## src/pmt_pkg.sv

```systemverilog
`timescale 1ns / 1ps

package pmt_pkg;

   localparam int POS_W       = 10;
   localparam int BUTTON_W    = 3;
   localparam int CSR_INDEX_W = 1;
   localparam int CSR_DATA_W  = 10;

   localparam logic [CSR_INDEX_W-1:0] CSR_X_LIMIT = 1'b0;
   localparam logic [CSR_INDEX_W-1:0] CSR_Y_LIMIT = 1'b1;

   localparam logic [POS_W-1:0] X_LIMIT_RESET  = 10'd319;
   localparam logic [POS_W-1:0] Y_LIMIT_RESET  = 10'd199;
   localparam logic [POS_W-1:0] CURSOR_X_RESET = 10'd160;
   localparam logic [POS_W-1:0] CURSOR_Y_RESET = 10'd100;

   localparam int                  SYNC_BIT    = 3;
   localparam logic [BUTTON_W-1:0] BUTTON_NONE = 3'b000;

   typedef enum logic [1:0] {
      ST_IGNORED  = 2'd0,
      ST_DROPPED  = 2'd1,
      ST_STORED   = 2'd2,
      ST_COMPLETE = 2'd3
   } byte_status_type;

   typedef enum logic [1:0] {
      PH_HEADER = 2'd0,
      PH_XDELTA = 2'd1,
      PH_YDELTA = 2'd2
   } phase_type;

   typedef struct packed {
      logic       func;
      logic [7:0] data_byte;
      logic       buffer_full;
      logic       from_aux;
   } req_item_type;

   typedef struct packed {
      byte_status_type     byte_status;
      logic [POS_W-1:0]    pos_x;
      logic [POS_W-1:0]    pos_y;
      logic [BUTTON_W-1:0] button_state;
      logic [BUTTON_W-1:0] click_mask;
   } rsp_item_type;

   typedef struct packed {
      logic                   write_en;
      logic [CSR_INDEX_W-1:0] index;
      logic [CSR_DATA_W-1:0]  wdata;
   } csr_write_type;

endpackage

```

## src/pmt_req_if.sv

```systemverilog
`timescale 1ns / 1ps

interface pmt_req_if;
   logic       valid;
   logic       ready;
   logic       func;
   logic [7:0] data_byte;
   logic       buffer_full;
   logic       from_aux;

   modport source (output valid, output func, output data_byte, output buffer_full,
                   output from_aux, input ready);
   modport sink   (input valid, input func, input data_byte, input buffer_full,
                   input from_aux, output ready);
endinterface

```

## src/pmt_rsp_if.sv

```systemverilog
`timescale 1ns / 1ps

interface pmt_rsp_if;
   logic       valid;
   logic       ready;
   logic [1:0] byte_status;
   logic [9:0] pos_x;
   logic [9:0] pos_y;
   logic [2:0] button_state;
   logic [2:0] click_mask;

   modport source (output valid, output byte_status, output pos_x, output pos_y,
                   output button_state, output click_mask, input ready);
   modport sink   (input valid, input byte_status, input pos_x, input pos_y,
                   input button_state, input click_mask, output ready);
endinterface

```

## src/pmt_item_reg.sv

```systemverilog
`timescale 1ns / 1ps

module pmt_item_reg (
   input  logic                 clock,
   input  logic                 reset,
   pmt_req_if.sink              req_if,
   input  logic                 advance,
   output logic                 item_valid,
   output pmt_pkg::req_item_type item
);
   import pmt_pkg::*;

   logic         valid_ff;
   logic         valid_in;
   req_item_type item_ff;
   logic         transfer;

   assign req_if.ready = !valid_ff || advance;
   assign transfer     = req_if.valid && req_if.ready;

   always_comb begin
      valid_in = valid_ff;
      if (transfer) begin
         valid_in = 1'b1;
      end else if (advance) begin
         valid_in = 1'b0;
      end
   end

   always_ff @(posedge clock) begin
      if (reset) begin
         valid_ff <= 1'b0;
      end else begin
         valid_ff <= valid_in;
      end
   end

   always_ff @(posedge clock) begin
      if (transfer) begin
         item_ff.func        <= req_if.func;
         item_ff.data_byte   <= req_if.data_byte;
         item_ff.buffer_full <= req_if.buffer_full;
         item_ff.from_aux    <= req_if.from_aux;
      end
   end

   assign item_valid = valid_ff;
   assign item       = item_ff;

endmodule

```

## src/pmt_tracker_core.sv

```systemverilog
`timescale 1ns / 1ps

module pmt_tracker_core (
   input  logic                  clock,
   input  logic                  reset,
   input  pmt_pkg::csr_write_type csr,
   input  logic                  fire,
   input  pmt_pkg::req_item_type item,
   output pmt_pkg::rsp_item_type result
);
   import pmt_pkg::*;

   logic [POS_W-1:0]    x_limit_ff;
   logic [POS_W-1:0]    y_limit_ff;

   phase_type           phase_ff, phase_in;
   logic [7:0]          header_ff, header_in;
   logic [7:0]          x_delta_ff, x_delta_in;
   logic [POS_W-1:0]    cursor_x_ff, cursor_x_in;
   logic [POS_W-1:0]    cursor_y_ff, cursor_y_in;
   logic [BUTTON_W-1:0] held_ff, held_in;
   logic [BUTTON_W-1:0] clicks_ff, clicks_in;

   byte_status_type     status;
   logic [BUTTON_W-1:0] clicks_out;
   logic signed [POS_W+1:0] next_x;
   logic signed [POS_W+1:0] next_y;
   logic [POS_W-1:0]    clamp_x;
   logic [POS_W-1:0]    clamp_y;

   // config registers
   always_ff @(posedge clock) begin
      if (reset) begin
         x_limit_ff <= X_LIMIT_RESET;
         y_limit_ff <= Y_LIMIT_RESET;
      end else if (csr.write_en) begin
         unique case (csr.index)
            CSR_X_LIMIT: x_limit_ff <= csr.wdata[POS_W-1:0];
            CSR_Y_LIMIT: y_limit_ff <= csr.wdata[POS_W-1:0];
            default:     ;
         endcase
      end
   end

   // signed moves and clamps
   assign next_x = $signed({2'b00, cursor_x_ff})
                 + $signed({{(POS_W-6){x_delta_ff[7]}}, x_delta_ff});
   assign next_y = $signed({2'b00, cursor_y_ff})
                 - $signed({{(POS_W-6){item.data_byte[7]}}, item.data_byte});

   always_comb begin
      if (next_x[POS_W+1]) begin
         clamp_x = '0;
      end else if (next_x[POS_W:0] > {1'b0, x_limit_ff}) begin
         clamp_x = x_limit_ff;
      end else begin
         clamp_x = next_x[POS_W-1:0];
      end
      if (next_y[POS_W+1]) begin
         clamp_y = '0;
      end else if (next_y[POS_W:0] > {1'b0, y_limit_ff}) begin
         clamp_y = y_limit_ff;
      end else begin
         clamp_y = next_y[POS_W-1:0];
      end
   end

   always_comb begin
      phase_in    = phase_ff;
      header_in   = header_ff;
      x_delta_in  = x_delta_ff;
      cursor_x_in = cursor_x_ff;
      cursor_y_in = cursor_y_ff;
      held_in     = held_ff;
      clicks_in   = clicks_ff;
      status      = ST_IGNORED;
      clicks_out  = clicks_ff;
      if (item.func) begin
         clicks_out = clicks_ff;
         clicks_in  = BUTTON_NONE;
      end else begin
         if (item.buffer_full && item.from_aux) begin
            unique case (phase_ff)
               PH_XDELTA: begin
                  x_delta_in = item.data_byte;
                  phase_in   = PH_YDELTA;
                  status     = ST_STORED;
               end
               PH_YDELTA: begin
                  phase_in    = PH_HEADER;
                  cursor_x_in = clamp_x;
                  cursor_y_in = clamp_y;
                  held_in     = header_ff[BUTTON_W-1:0];
                  clicks_in   = clicks_ff | (header_ff[BUTTON_W-1:0] & ~held_ff);
                  status      = ST_COMPLETE;
               end
               default: begin
                  header_in = item.data_byte;
                  if (item.data_byte[SYNC_BIT]) begin
                     phase_in = PH_XDELTA;
                     status   = ST_STORED;
                  end else begin
                     phase_in = PH_HEADER;
                     status   = ST_DROPPED;
                  end
               end
            endcase
         end
         clicks_out = clicks_in;
      end
   end

   always_ff @(posedge clock) begin
      if (reset) begin
         phase_ff    <= PH_HEADER;
         header_ff   <= '0;
         x_delta_ff  <= '0;
         cursor_x_ff <= CURSOR_X_RESET;
         cursor_y_ff <= CURSOR_Y_RESET;
         held_ff     <= BUTTON_NONE;
         clicks_ff   <= BUTTON_NONE;
      end else if (fire) begin
         phase_ff    <= phase_in;
         header_ff   <= header_in;
         x_delta_ff  <= x_delta_in;
         cursor_x_ff <= cursor_x_in;
         cursor_y_ff <= cursor_y_in;
         held_ff     <= held_in;
         clicks_ff   <= clicks_in;
      end
   end

   assign result.byte_status  = status;
   assign result.pos_x        = cursor_x_in;
   assign result.pos_y        = cursor_y_in;
   assign result.button_state = held_in;
   assign result.click_mask   = clicks_out;

   a_complete_rephase: assert property (@(posedge clock) disable iff (reset)
      fire && (status == ST_COMPLETE) |=> (phase_ff == PH_HEADER))
      else $error("phase not back to header after complete packet");

   a_clamp_x: assert property (@(posedge clock) disable iff (reset)
      fire && (status == ST_COMPLETE) && !csr.write_en |=> (cursor_x_ff <= x_limit_ff))
      else $error("cursor x beyond limit after packet");

   a_clamp_y: assert property (@(posedge clock) disable iff (reset)
      fire && (status == ST_COMPLETE) && !csr.write_en |=> (cursor_y_ff <= y_limit_ff))
      else $error("cursor y beyond limit after packet");

   a_click_clear: assert property (@(posedge clock) disable iff (reset)
      fire && item.func |=> (clicks_ff == BUTTON_NONE))
      else $error("click mask not cleared on read");

   a_state_hold: assert property (@(posedge clock) disable iff (reset)
      !fire |=> $stable(clicks_ff) && $stable(cursor_x_ff) && $stable(phase_ff))
      else $error("tracker state moved without a transfer");

endmodule

```

## src/pmt_result_reg.sv

```systemverilog
`timescale 1ns / 1ps

module pmt_result_reg (
   input  logic                  clock,
   input  logic                  reset,
   input  logic                  load,
   input  pmt_pkg::rsp_item_type result,
   output logic                  free,
   pmt_rsp_if.source             rsp_if
);
   import pmt_pkg::*;

   logic         valid_ff;
   logic         valid_in;
   rsp_item_type result_ff;

   assign free = !valid_ff || rsp_if.ready;

   always_comb begin
      valid_in = valid_ff;
      if (load) begin
         valid_in = 1'b1;
      end else if (rsp_if.ready) begin
         valid_in = 1'b0;
      end
   end

   always_ff @(posedge clock) begin
      if (reset) begin
         valid_ff <= 1'b0;
      end else begin
         valid_ff <= valid_in;
      end
   end

   always_ff @(posedge clock) begin
      if (load) begin
         result_ff <= result;
      end
   end

   assign rsp_if.valid        = valid_ff;
   assign rsp_if.byte_status  = result_ff.byte_status;
   assign rsp_if.pos_x        = result_ff.pos_x;
   assign rsp_if.pos_y        = result_ff.pos_y;
   assign rsp_if.button_state = result_ff.button_state;
   assign rsp_if.click_mask   = result_ff.click_mask;

endmodule

```

## src/ps2_mouse_packet_tracker_unit.sv

```systemverilog
`timescale 1ns / 1ps

// PS/2 mouse packet tracker. Takes one controller byte or click-mask read per
// clock and returns one result for each; a result passes through the input
// register, then the result register fed by the state update, and back-pressure
// on the result side stalls the input only once both registers hold an item.
// Bytes without buffer-full and aux status are ignored, a header without bit 3
// is dropped for resync, and every third stored byte completes a packet that
// moves and clamps the cursor. The user writes the limit registers through the
// csr port while no item is in flight; the block itself does not enforce it.

module ps2_mouse_packet_tracker_unit (
   input  logic                             clock,
   input  logic                             reset,
   pmt_req_if.sink                          req_if,
   pmt_rsp_if.source                        rsp_if,
   input  logic                             csr_write_en,
   input  logic [pmt_pkg::CSR_INDEX_W-1:0]  csr_index,
   input  logic [pmt_pkg::CSR_DATA_W-1:0]   csr_wdata
);
   import pmt_pkg::*;

   logic          item_valid;
   req_item_type  item;
   rsp_item_type  result;
   logic          out_free;
   logic          fire;
   csr_write_type csr;

   assign fire         = item_valid && out_free;
   assign csr.write_en = csr_write_en;
   assign csr.index    = csr_index;
   assign csr.wdata    = csr_wdata;

   pmt_item_reg u_item_reg (
      .clock      (clock),
      .reset      (reset),
      .req_if     (req_if),
      .advance    (fire),
      .item_valid (item_valid),
      .item       (item)
   );

   pmt_tracker_core u_core (
      .clock  (clock),
      .reset  (reset),
      .csr    (csr),
      .fire   (fire),
      .item   (item),
      .result (result)
   );

   pmt_result_reg u_result_reg (
      .clock  (clock),
      .reset  (reset),
      .load   (fire),
      .result (result),
      .free   (out_free),
      .rsp_if (rsp_if)
   );

endmodule

```

## src/flat_wrapper.sv

```systemverilog
// flat-port wrapper written by rule: the top's interface ports become plain ports
module ps2_mouse_packet_tracker_unit_flat import pmt_pkg::*;
  (clock, reset, csr_write_en, csr_index, csr_wdata, req_if_valid, req_if_func, req_if_data_byte, req_if_buffer_full, req_if_from_aux, req_if_ready, rsp_if_valid, rsp_if_byte_status, rsp_if_pos_x, rsp_if_pos_y, rsp_if_button_state, rsp_if_click_mask, rsp_if_ready);
  pmt_req_if req_if_i ();
  pmt_rsp_if rsp_if_i ();
  input  logic clock;
  input  logic reset;
  input  logic csr_write_en;
  input  logic [pmt_pkg::CSR_INDEX_W-1:0] csr_index;
  input  logic [pmt_pkg::CSR_DATA_W-1:0] csr_wdata;
  input wire logic [$bits(req_if_i.valid)-1:0] req_if_valid;
  input wire logic [$bits(req_if_i.func)-1:0] req_if_func;
  input wire logic [$bits(req_if_i.data_byte)-1:0] req_if_data_byte;
  input wire logic [$bits(req_if_i.buffer_full)-1:0] req_if_buffer_full;
  input wire logic [$bits(req_if_i.from_aux)-1:0] req_if_from_aux;
  output wire logic [$bits(req_if_i.ready)-1:0] req_if_ready;
  output wire logic [$bits(rsp_if_i.valid)-1:0] rsp_if_valid;
  output wire logic [$bits(rsp_if_i.byte_status)-1:0] rsp_if_byte_status;
  output wire logic [$bits(rsp_if_i.pos_x)-1:0] rsp_if_pos_x;
  output wire logic [$bits(rsp_if_i.pos_y)-1:0] rsp_if_pos_y;
  output wire logic [$bits(rsp_if_i.button_state)-1:0] rsp_if_button_state;
  output wire logic [$bits(rsp_if_i.click_mask)-1:0] rsp_if_click_mask;
  input wire logic [$bits(rsp_if_i.ready)-1:0] rsp_if_ready;
  assign req_if_i.valid = req_if_valid;
  assign req_if_i.func = req_if_func;
  assign req_if_i.data_byte = req_if_data_byte;
  assign req_if_i.buffer_full = req_if_buffer_full;
  assign req_if_i.from_aux = req_if_from_aux;
  assign req_if_ready = req_if_i.ready;
  assign rsp_if_valid = rsp_if_i.valid;
  assign rsp_if_byte_status = rsp_if_i.byte_status;
  assign rsp_if_pos_x = rsp_if_i.pos_x;
  assign rsp_if_pos_y = rsp_if_i.pos_y;
  assign rsp_if_button_state = rsp_if_i.button_state;
  assign rsp_if_click_mask = rsp_if_i.click_mask;
  assign rsp_if_i.ready = rsp_if_ready;
  ps2_mouse_packet_tracker_unit u_core (.clock(clock), .reset(reset), .req_if(req_if_i), .rsp_if(rsp_if_i), .csr_write_en(csr_write_en), .csr_index(csr_index), .csr_wdata(csr_wdata));
endmodule
```

## config.mk

```make
export PLATFORM = sky130hd
export DESIGN_NAME = ps2_mouse_packet_tracker_unit_flat
export DESIGN_NICKNAME = d
export VERILOG_FILES = /design/src/pmt_pkg.sv /design/src/pmt_req_if.sv /design/src/pmt_rsp_if.sv /design/src/pmt_item_reg.sv /design/src/pmt_tracker_core.sv /design/src/pmt_result_reg.sv /design/src/ps2_mouse_packet_tracker_unit.sv /design/src/flat_wrapper.sv
export SDC_FILE = /design/constraint.sdc
export NUM_CORES = 1
export LEC_CHECK = 0
export BUFFER_PORTS_ARGS = -buffer_cell sky130_fd_sc_hd__buf_4
export CAP_MARGIN = 30
export CORE_AREA = 2 2 124 157
export DETAILED_ROUTE_END_ITERATION = 7
export DIE_AREA = 0 0 126 159
export GPL_ROUTABILITY_DRIVEN = 0
export PLACE_DENSITY_LB_ADDON = 0.25
export SLEW_MARGIN = 5
export SYNTH_ARGS = -nofsm -noshare
export SYNTH_HDL_FRONTEND = slang
export SYNTH_SLANG_ARGS = --single-unit
export TNS_END_PERCENT = 5
```

## constraint.sdc

```tcl
create_clock -name clock -period 7.21 [get_ports clock]
set_clock_uncertainty 0.1 [all_clocks]
set_input_delay 0.721 -clock clock [delete_from_list [all_inputs] [get_ports clock]]
set_output_delay 0.721 -clock clock [all_outputs]
set_load 0.01 [all_outputs]
```

# Word-level counts from Yosys, hierarchy flattened
# Index checks and enable logic that the tools add are counted.
# totals
wordCells,74
in_bits,27
reg_bits,100
output_inout_bits,30
# classes
bitwise,7
muxes,25
eq_ne,2
reduce_logical,16
add_sub_neg,2
n_lt_le_gt_ge,2
# op_table
op,n
10-bit 2-to-1 mux,10
11-bit by 10-bit > comparator with 1-bit output,2
3-bit 2-to-1 mux,7
11-bit by 8-bit adder with 12-bit output,1
11-bit by 8-bit subtractor with 12-bit output,1
2-bit one-hot mux with 2 select lines,2
4-bit AND reduction,2
1-bit 2-to-1 mux,5
1-bit NOT,4
2-bit AND reduction,2
2-bit nonzero test,2
2-bit OR reduction,2
3-bit bitwise AND,1
1-bit logical AND,3
3-bit NOT,1
3-bit bitwise OR,1
3-bit AND reduction,1
"2-bit by 1-bit equality test with 1-bit output, second input constant",1
"2-bit equality test, second input constant",1
1-bit zero test,2
1-bit logical OR,2
2-bit 2-to-1 mux,1

# Longest topological paths before layout
# logic_depth
ltp_word,7
depth_mapped,17
mapped_depth_nobuf,16

# Hierarchy
# Synthesis repeated with hierarchy kept, for this count alone.
# hier_totals
hier_cells,634
area_unflattened_um2,5823.1
# modules_own_cells
mod,cells_each,seq_area_each_um2,instances,area_per_inst_um2
pmt_tracker_core,585,1181.1,1,4544.4
pmt_result_reg,32,860.8,1,887.1
pmt_item_reg,16,350.3,1,385.4
ps2_mouse_packet_tracker_unit,1,0.0,1,6.3

# Worst setup path after synthesis
# Ideal clock, no wire load.
# synth_path
kind,reg2reg
startpoint,register u_core.u_core.cursor_x_ff[0]
endpoint,"register u_core.u_result_reg.result_ff, in the netlist u_core.u_result_reg.rsp_if.pos_x[9], data pin"
setup_time_ns,0.256
path_stages_with_launch,17
required_time_ns,6.854
arrival_time_ns,3.409
synth_period_minus_slack_ns,3.766
slack_ns,3.444
n_path_buf,1
cell_sequence,dfxtp_1 -> ha_1 -> inv_1 -> fa_1 -> and2b_1 -> o211ai_1 -> a21boi_1 -> o22ai_1 -> xnor2_1 -> ha_1 -> nand3_1 -> and3_1 -> a41o_1 -> o32ai_1 -> buf_6 -> mux2_2 -> a22o_1
# synth_rtl
item,line,source
start: declaration,pmt_tracker_core.sv:19,"logic [POS_W-1:0] cursor_x_ff, cursor_x_in;"
start signal: assignment,pmt_tracker_core.sv:126,cursor_x_ff <= cursor_x_in;
end signal: assignment,pmt_result_reg.sv:38,result_ff <= result;
end: declaration,pmt_result_reg.sv:15,rsp_item_type result_ff;

==> results.ini <==
[run_status]
outcome = finished clean

[clock_tree]
cts-buffers-inserted = 9
postCtsSetupBuffers = 0
ctsResizeCount = 0
clk_latency_ps = 350
htree_levels = 3
path_clk_slew_ps = 80
tritoncts = built
cts_sinks = 100
holdBufCountCts = 0
cts_buffer_depth = 2
clockRootBuffer = clkbuf_16

[floorplan]
die_x_um = 126
core_area_um2 = 18500
dieArea_um2 = 20000
pin_count = 57
num_rows = 56
die_h_um = 159
start_util_pct = 29.7

[place]
dp_hpwl_um = 11200
portBuffers = 56
dpl_worst_slack_ps = 2820

[synthesis]
ys_ff_latch = 100
synth.most_common_cell = nand2_1
ys_types = 59
syn_area_per_cell_um2 = 9.21
synth-seq-area-share_pct = 43.6
synth_top_family_by_area = simple AND/OR/NAND/NOR gates
synth_ff_type = dfxtp_1
synth_edf_count = 39
synth_commonest_cells = nand2_1, dfxtp_1, ha_1
async_flop_share_pct = 0
ys_top_cells_by_area = dfxtp_1, edfxtp_1, ha_1
synthMuxAreaShare_pct = 4.51
syn_area_um2 = 5490
syn_nets = 670
syn_inst = 596
synth_top_cell_area_share_pct = 22.2
yosys_warnings = 0
synth-adder-area-share_pct = 11.0
synth_top_area_cell = dfxtp_1
synth_compound_area_share_pct = 16.5
synthSimpleGateAreaFrac_pct = 17.1
yosys.area_share.xor_xnor_pct = 2.39

[flow_run]
max_cap_violations = 0

[worst_hold_path]
hold_class = register to register
holdCritStartpoint = u_core.u_core.cursor_y_ff[0]
min_to = u_core.u_core.cursor_y_ff[0]
whs_path_depth = 2

[sta]
maxSlewHeadroom_pct = 32.8
rsz0062_at_grt = no
period_share_pct = 62.1
fin_crit_ps = 4480
hold_viol = 0
fmax_mhz = 223
whs_ps = 363
drv_slew = 0
final.setup.tns_ps = 0
setup_viol_count_final = 0
setup_ws_ps = 2730
tightest_slew_ps = 1010

[global_route]
grt_pass1_vias = 4442
grt_overflow = 0
grt_max_degree = 51
grt_pass1_wl_um = 22800
grt_use_total_pct = 14.3
antenna_found_initial = 0

[critical_path]
worst_r2r_endpoint = u_core.u_result_reg.rsp_if.pos_x[7]
r2r_start = u_core.u_core.cursor_x_ff[0]
crit_path_end_kind = register
cp.required_ps = 7220
r2r_cells = 15
critical_path_class = register to register
arrival_ps = 4480
rrSetupSlack_ps = 2730
cp_max_fo = 10
crit_path_start_kind = register

[power_and_ir_drop]
ir_drop_uv = 103
leakage_nw = 2.65
p_per_area_nw_per_um2 = 195

[final_layout]
antenna_cells = 0
seqCellArea_um2 = 2390
fill_cells = 1965
area_growth_pct = 17.4
final_nets = 718
drive_gt1_share_pct = 13.4
multiInputGateArea_um2 = 2840

[route]
firstDrtPassIters = 4
via_per_inst = 5.06
wire_per_inst_um = 16.4
drt-total-wl_um = 14400
detail-route-antenna-nets = 0
drtIter0Drc = 257
drc = 0
vias = 4461

## cells in the final DEF (no fill, tap or decap), types with 7 or more instances in the layout
cell type	synthesis	final
buf_4	0	60
nor3_1	8	8
a211o_1	7	7
nor2_1	43	43
nor2b_1	8	8
edfxtp_1	39	39
o21ai_0	23	23
o21ai_1	15	15
o21a_1	12	12
inv_1	43	43
xnor2_1	13	13
dfxtp_1	61	61
a21oi_1	39	39
mux2i_1	21	21
clkbuf_16	0	10
nand3_1	21	21
ha_1	45	45
nand2_1	81	81
## metrics by stage
step	total power [mW]	cells	area, um^2	utilization (%)
3_3_place_gp	0.766	865	6130	33.2
5_1_grt	1.31	881	6440	34.8
6_report	1.25	881	6440	34.8
4_1_cts	1.27	881	6440	34.8
2_1_floorplan	0.718	596	5490	-
3_5_place_dp	0.769	865	6130	33.2
## per-layer routing
layer | share of wire [%] | vias up | global-route usage, % | routed length (um)
met5 | 0 | - | 0 | 0
met4 | 5.3 | 0 | 8.69 | 763
met3 | 2.7 | 44 | 2.05 | 388
met2 | 51 | 104 | 25.6 | 7420
met1 | 41 | 2106 | 15.7 | 5870
li1 | - | 2207 | - | -
## critical path, cell delays in order, from the launching register on
cell	delay [ps]
dfxtp_1	360
ha_1	200
inv_1	70
fa_1	450
and2b_1	240
o211ai_1	100
a21boi_1	310
nor2_1	90
xnor2_1	260
ha_1	300
nand4_1	100
a21oi_1	50
a2111oi_0	550
o32ai_2	390
mux2_1	440
a22o_1	210
## cells by family after synthesis
family          Yosys count
simple gates            201
compound gates          142
flops                   100
buf+inv                  67
fa+ha+maj                47
mux                      24
xor+xnor                 15
## power breakdown
group          switching (mW)  internal (mW)  leakage (nW)
Combinational          0.0788         0.0591          1.64
Clock                   0.234          0.265         0.154
Sequential             0.0129          0.604         0.852
## sequential cells by signal, indices dropped and copies added (netlist names), 8 cells and up
signal                            cells
u_core.u_core.x_limit_ff             10
u_core.u_result_reg.rsp_if.pos_y     10
u_core.u_core.cursor_y_ff            10
u_core.u_result_reg.rsp_if.pos_x     10
u_core.u_core.cursor_x_ff            10
u_core.u_core.y_limit_ff             10
u_core.u_item_reg.item               11
u_core.u_core.x_delta_ff              8
## area by class of cell
type / instances / share of cell area (%)
flip-flops and latches: 100 / 37.1
well taps: 232 / 4.50
repair buffers: 60 / 6.99
multi-input cells: 429 / 44.0
clock inverters: 6 / 0.932
clock buffers: 10 / 3.88
inverters: 44 / 2.56
## how the worst max path moves through the flow
stage,endpoint,from,cells after the start
floorplan,u_core.u_result_reg.rsp_if.pos_x[9],u_core.u_core.cursor_x_ff[0],16
global placement,u_core.u_result_reg.rsp_if.pos_x[7],u_core.u_core.cursor_x_ff[0],15
detailed placement,u_core.u_result_reg.rsp_if.pos_x[7],u_core.u_core.cursor_x_ff[0],15
CTS,u_core.u_result_reg.rsp_if.pos_x[7],u_core.u_core.cursor_x_ff[0],15
global route,u_core.u_result_reg.rsp_if.pos_x[7],u_core.u_core.cursor_x_ff[0],15
finish,u_core.u_result_reg.rsp_if.pos_x[7],u_core.u_core.cursor_x_ff[0],15
No activity file was read; power rests on OpenSTA's default activity.
